==> config.mk <==
export PLATFORM = sky130hd
export DESIGN_NAME = imh_ram
export DESIGN_NICKNAME = d
export VERILOG_FILES = /design/src/imh_ram.sv
export SDC_FILE = /design/constraint.sdc
export NUM_CORES = 2
export LEC_CHECK = 0
export ABC_CLOCK_PERIOD_IN_PS = 7380
export BUFFER_PORTS_ARGS = -buffer_cell sky130_fd_sc_hd__buf_2
export CAP_MARGIN = 40
export CORE_MARGIN = 5
export CORE_UTILIZATION = 55
export DETAILED_ROUTE_END_ITERATION = 8
export PLACE_DENSITY_LB_ADDON = 0.12
export SYNTH_ARGS = -nofsm -noshare
export SYNTH_HDL_FRONTEND = slang
export SYNTH_SLANG_ARGS = --single-unit
==> constraint.sdc <==
create_clock -name aclk -period 7.38 [get_ports aclk]
set_clock_uncertainty 0.1 [all_clocks]
set_input_delay 2.214 -clock aclk [delete_from_list [all_inputs] [get_ports aclk]]
set_output_delay 2.214 -clock aclk [all_outputs]
set_load 0.02 [all_outputs]
==> src/imh_ram.sv <==
// Generic single-write, single-read RAM with registered read data.
`timescale 1ns / 1ps
`default_nettype none
module imh_ram #(
    parameter int WIDTH = 8,
    parameter int DEPTH = 256
) (
    input  wire logic                     aclk,
    input  wire logic                     wr_en,
    input  wire logic [$clog2(DEPTH)-1:0] wr_addr,
    input  wire logic [WIDTH-1:0]         wr_data,
    input  wire logic [$clog2(DEPTH)-1:0] rd_addr,
    output logic      [WIDTH-1:0]         rd_data
);
    logic [WIDTH-1:0] mem [DEPTH];

    always_ff @(posedge aclk) begin
        if (wr_en) begin
            mem[wr_addr] <= wr_data;
        end
        rd_data <= mem[rd_addr];
    end
endmodule
`default_nettype wire

==> metrics <==
leading area contributor after synthesis=edfxtp_1; Top delay family on crit path=buffers and inverters; DP Wirelength=122,000 um; CP Launch Point=rd_addr[0]; post-CTS sizing=0; Syn-to-layout area delta=11.4%; RSZ-0062 raised after global routing=no; Seq cells post-synth=2,056; cts hold-fix bufs=0; Period minus WS final=5.19 ns; Levels on crit path=9; CP max stage cell=nor4_1; CTS Buf Count=between 200 and 250; drt total wl=197,000 um; WP data arrival=around 5.8 ns; drt drc=0; TritonRoute pass-1 iters=6; Synth Warn #=0; post-synthesis cell type count=55; post-synth top area share=77.3%; htree depth=4; worst vdd ir=214 uV; Via density=approximately 6.6; Final #Nets=3,907; period utilization=between 70% and 80%; CTS Sinks=about 2,000; Synth Flop Type=edfxtp_1; first-pass GRT wire length=286,000 um; Async S/R FF share, synth=0%; CP Capture Type=flop; measured slew at the worst slew-check pin=1.04 ns; crit path max fanout=58; critical path endpoint=rd_data[4]$_DFF_P_; Post-CTS Setup Bufs=0; final setup vio count=0; clock root buffer=clkbuf_16; clock tree buffer depth=3; Chip Width=about 400 um; fraction of layout instances using a drive strength above 1=23.0%; Lkg Pwr=0.0274 uW; Final Hold Fails=0; TNS Setup=0 ns; vias=39,291; clk slew on worst S/H paths=0.06 ns; maxcap violations=0; worst hold path type=flop to flop; Hold Crit Depth=5; area of the die=~0.15 sq mm; worst r2r src=mem[101][4]$_DFFE_PP_; initial drt markers=4,733; count of input and output buffers=33; CORE AREA=about 0.14 sq mm; status=complete, no violations; FMAX=between 150 and 200 MHz; Pwr per Cell Area=268 mW/mm^2; data required time of the worst path=approximately 7.9 ns; mapped cell area=0.0796 sq mm; Synth Area per Inst=21.3 sq um; Top Ports=34; Fill cells=9,913; Post-Synthesis Cells=between 3,000 and 4,000; Slew HR=30.2%; Die Y=390 um; max-slew violations=0; leading post-synthesis cells by cell area=edfxtp_1, mux4_2, mux2i_1; crit start category=primary input; Final ANT Viol Nets=0; gpl congestion=0.865; peak per-stage delay on the critical path=~0.64 ns; worst r2r dst=rd_data[4]$_DFF_P_; flop2flop setup slack=around 4.4 ns; CTS tree=built; largest net degree at the start of global routing=148; kind of critical path=primary input to flop; per-cell routed wire length=33.2 um; initial antenna violation count=11; design area=0.0887 sq mm; critical-path cell list=buf_8 > buf_12 > buf_12 > mux4_2 > a22oi_1 > a21oi_1 > nor4_1 > buf_2 > nor4_1; most common cell after layout, fill and taps aside=edfxtp_1; vias in the first global route=39,574; Post-synth EDFFs=2,048; row count=139; Seq/Total Area, Yosys=between 70% and 80%; DP Area=roughly 0.08 sq mm; Bufs and invs on worst path=4; insertion delay to the later sink of the worst-skew pair=0.83 ns; FF-to-FF path depth=6; post-synth net total=3,759; most frequent cells in the layout=edfxtp_1, mux4_2, nor2_1, clkbuf_16, mux2i_1; gr usage total=a little over a quarter; initial cell density of the core=55.4%; grt total ovfl=0
==> where the power goes <==
| group | total [uW] | switching (uW) | internal (uW) |
|---|---|---|---|
| combinational | 1170 | 773 | 401 |
| clock | 9690 | 4260 | 5440 |
| sequential | 12900 | 29.8 | 12900 |
| total | 23800 | 5060 | 18700 |
==> cells by family after synthesis <==
kind of cell           Yosys count  share of synthesized area [%]
and+or+nand+nor                466                           2.63
DFF                           2056                           77.5
buffers and inverters          235                           1.83
muxes                          591                           14.6
AOI/OAI and AO/OA              385                           3.42
==> Yosys cell counts (3+ instances only) <==
master / count
dfxtp_1: 8
buf_4: 27
nor2b_1: 31
nor2_1: 282
a21oi_1: 96
and2_1: 6
mux4_2: 454
nand4_1: 10
mux2i_1: 134
nor4_1: 24
buf_12: 8
a22o_1: 8
buf_1: 22
edfxtp_1: 2048
nand2b_1: 8
or2_2: 4
buf_2: 31
buf_6: 21
nor4_2: 3
a211oi_1: 16
a221oi_1: 13
o21ai_0: 10
o22ai_1: 28
nand3_1: 34
o22a_1: 5
nand2_1: 33
nor3_1: 22
o211ai_1: 10
a22oi_1: 133
o221ai_1: 46
o32ai_1: 4
clkbuf_1: 111
buf_8: 13
==> stage by stage <==
stage / total power (uW) / setup slack, ns / hold WS (ns) / util, % / std cells
finish: 23800 / 2.19 / 1.05 / 61.7 / 5949
global route: 24500 / 2.05 / 1.09 / 61.7 / 5945
CTS: 23900 / 2.24 / 1.04 / 61.6 / 5935
detailed placement: 14300 / 1.32 / 1.02 / 57.3 / 5571
global placement: 14300 / 0.789 / 0.943 / 56.8 / 5508
floorplan: 13800 / 3.13 / 0.670 / - / 3733
==> worst min-delay path by stage <==
stage | start | end | slack [ns]
CTS | mem[41][3]$_DFFE_PP_ | rd_data[3]$_DFF_P_ | 1.04
floorplan | mem[40][3]$_DFFE_PP_ | rd_data[3]$_DFF_P_ | 0.67
global route | mem[41][3]$_DFFE_PP_ | rd_data[3]$_DFF_P_ | 1.09
finish | mem[250][2]$_DFFE_PP_ | rd_data[2]$_DFF_P_ | 1.05
detailed placement | mem[41][3]$_DFFE_PP_ | rd_data[3]$_DFF_P_ | 1.02
global placement | mem[106][7]$_DFFE_PP_ | rd_data[7]$_DFF_P_ | 0.94
==> metal layers <==
layer | wire length (um) | share of wire [%] | track usage [%] | vias up
met4 | 6470 | 3.3 | 8.21 | 8
met5 | 52 | 0.026 | 0 | -
met1 | 77600 | 39 | 37.2 | 20931
met3 | 16800 | 8.5 | 5.06 | 364
li1 | - | - | - | 16005
met2 | 96400 | 49 | 42.0 | 1983
==> registers in the layout, indices dropped and copies added (netlist names) <==
register,count
mem,2048
rd_data,8
==> tightest hold or removal path: stages, from the launching register on <==
cell and delay [ns]:
edfxtp_1 0.32, mux4_2 0.22, o22ai_1 0.08, nor3_1 0.18, nor4_2 0.10, nor4_2 0.20
==> layout make-up <==
type                       instances  area (sq um)  area share (%)
antenna                            4          10.0          0.0113
clock inverter                   106           887            1.00
clock buffer                     258          5290            5.96
inverter                           2          7.51         0.00847
sequential                      2056         61700            69.5
tap                             1903          2380            2.69
timing repair buffer             178          1870            2.11
multi-input combinational       1442         16600            18.7
Power figures use the tool's default switching activity.
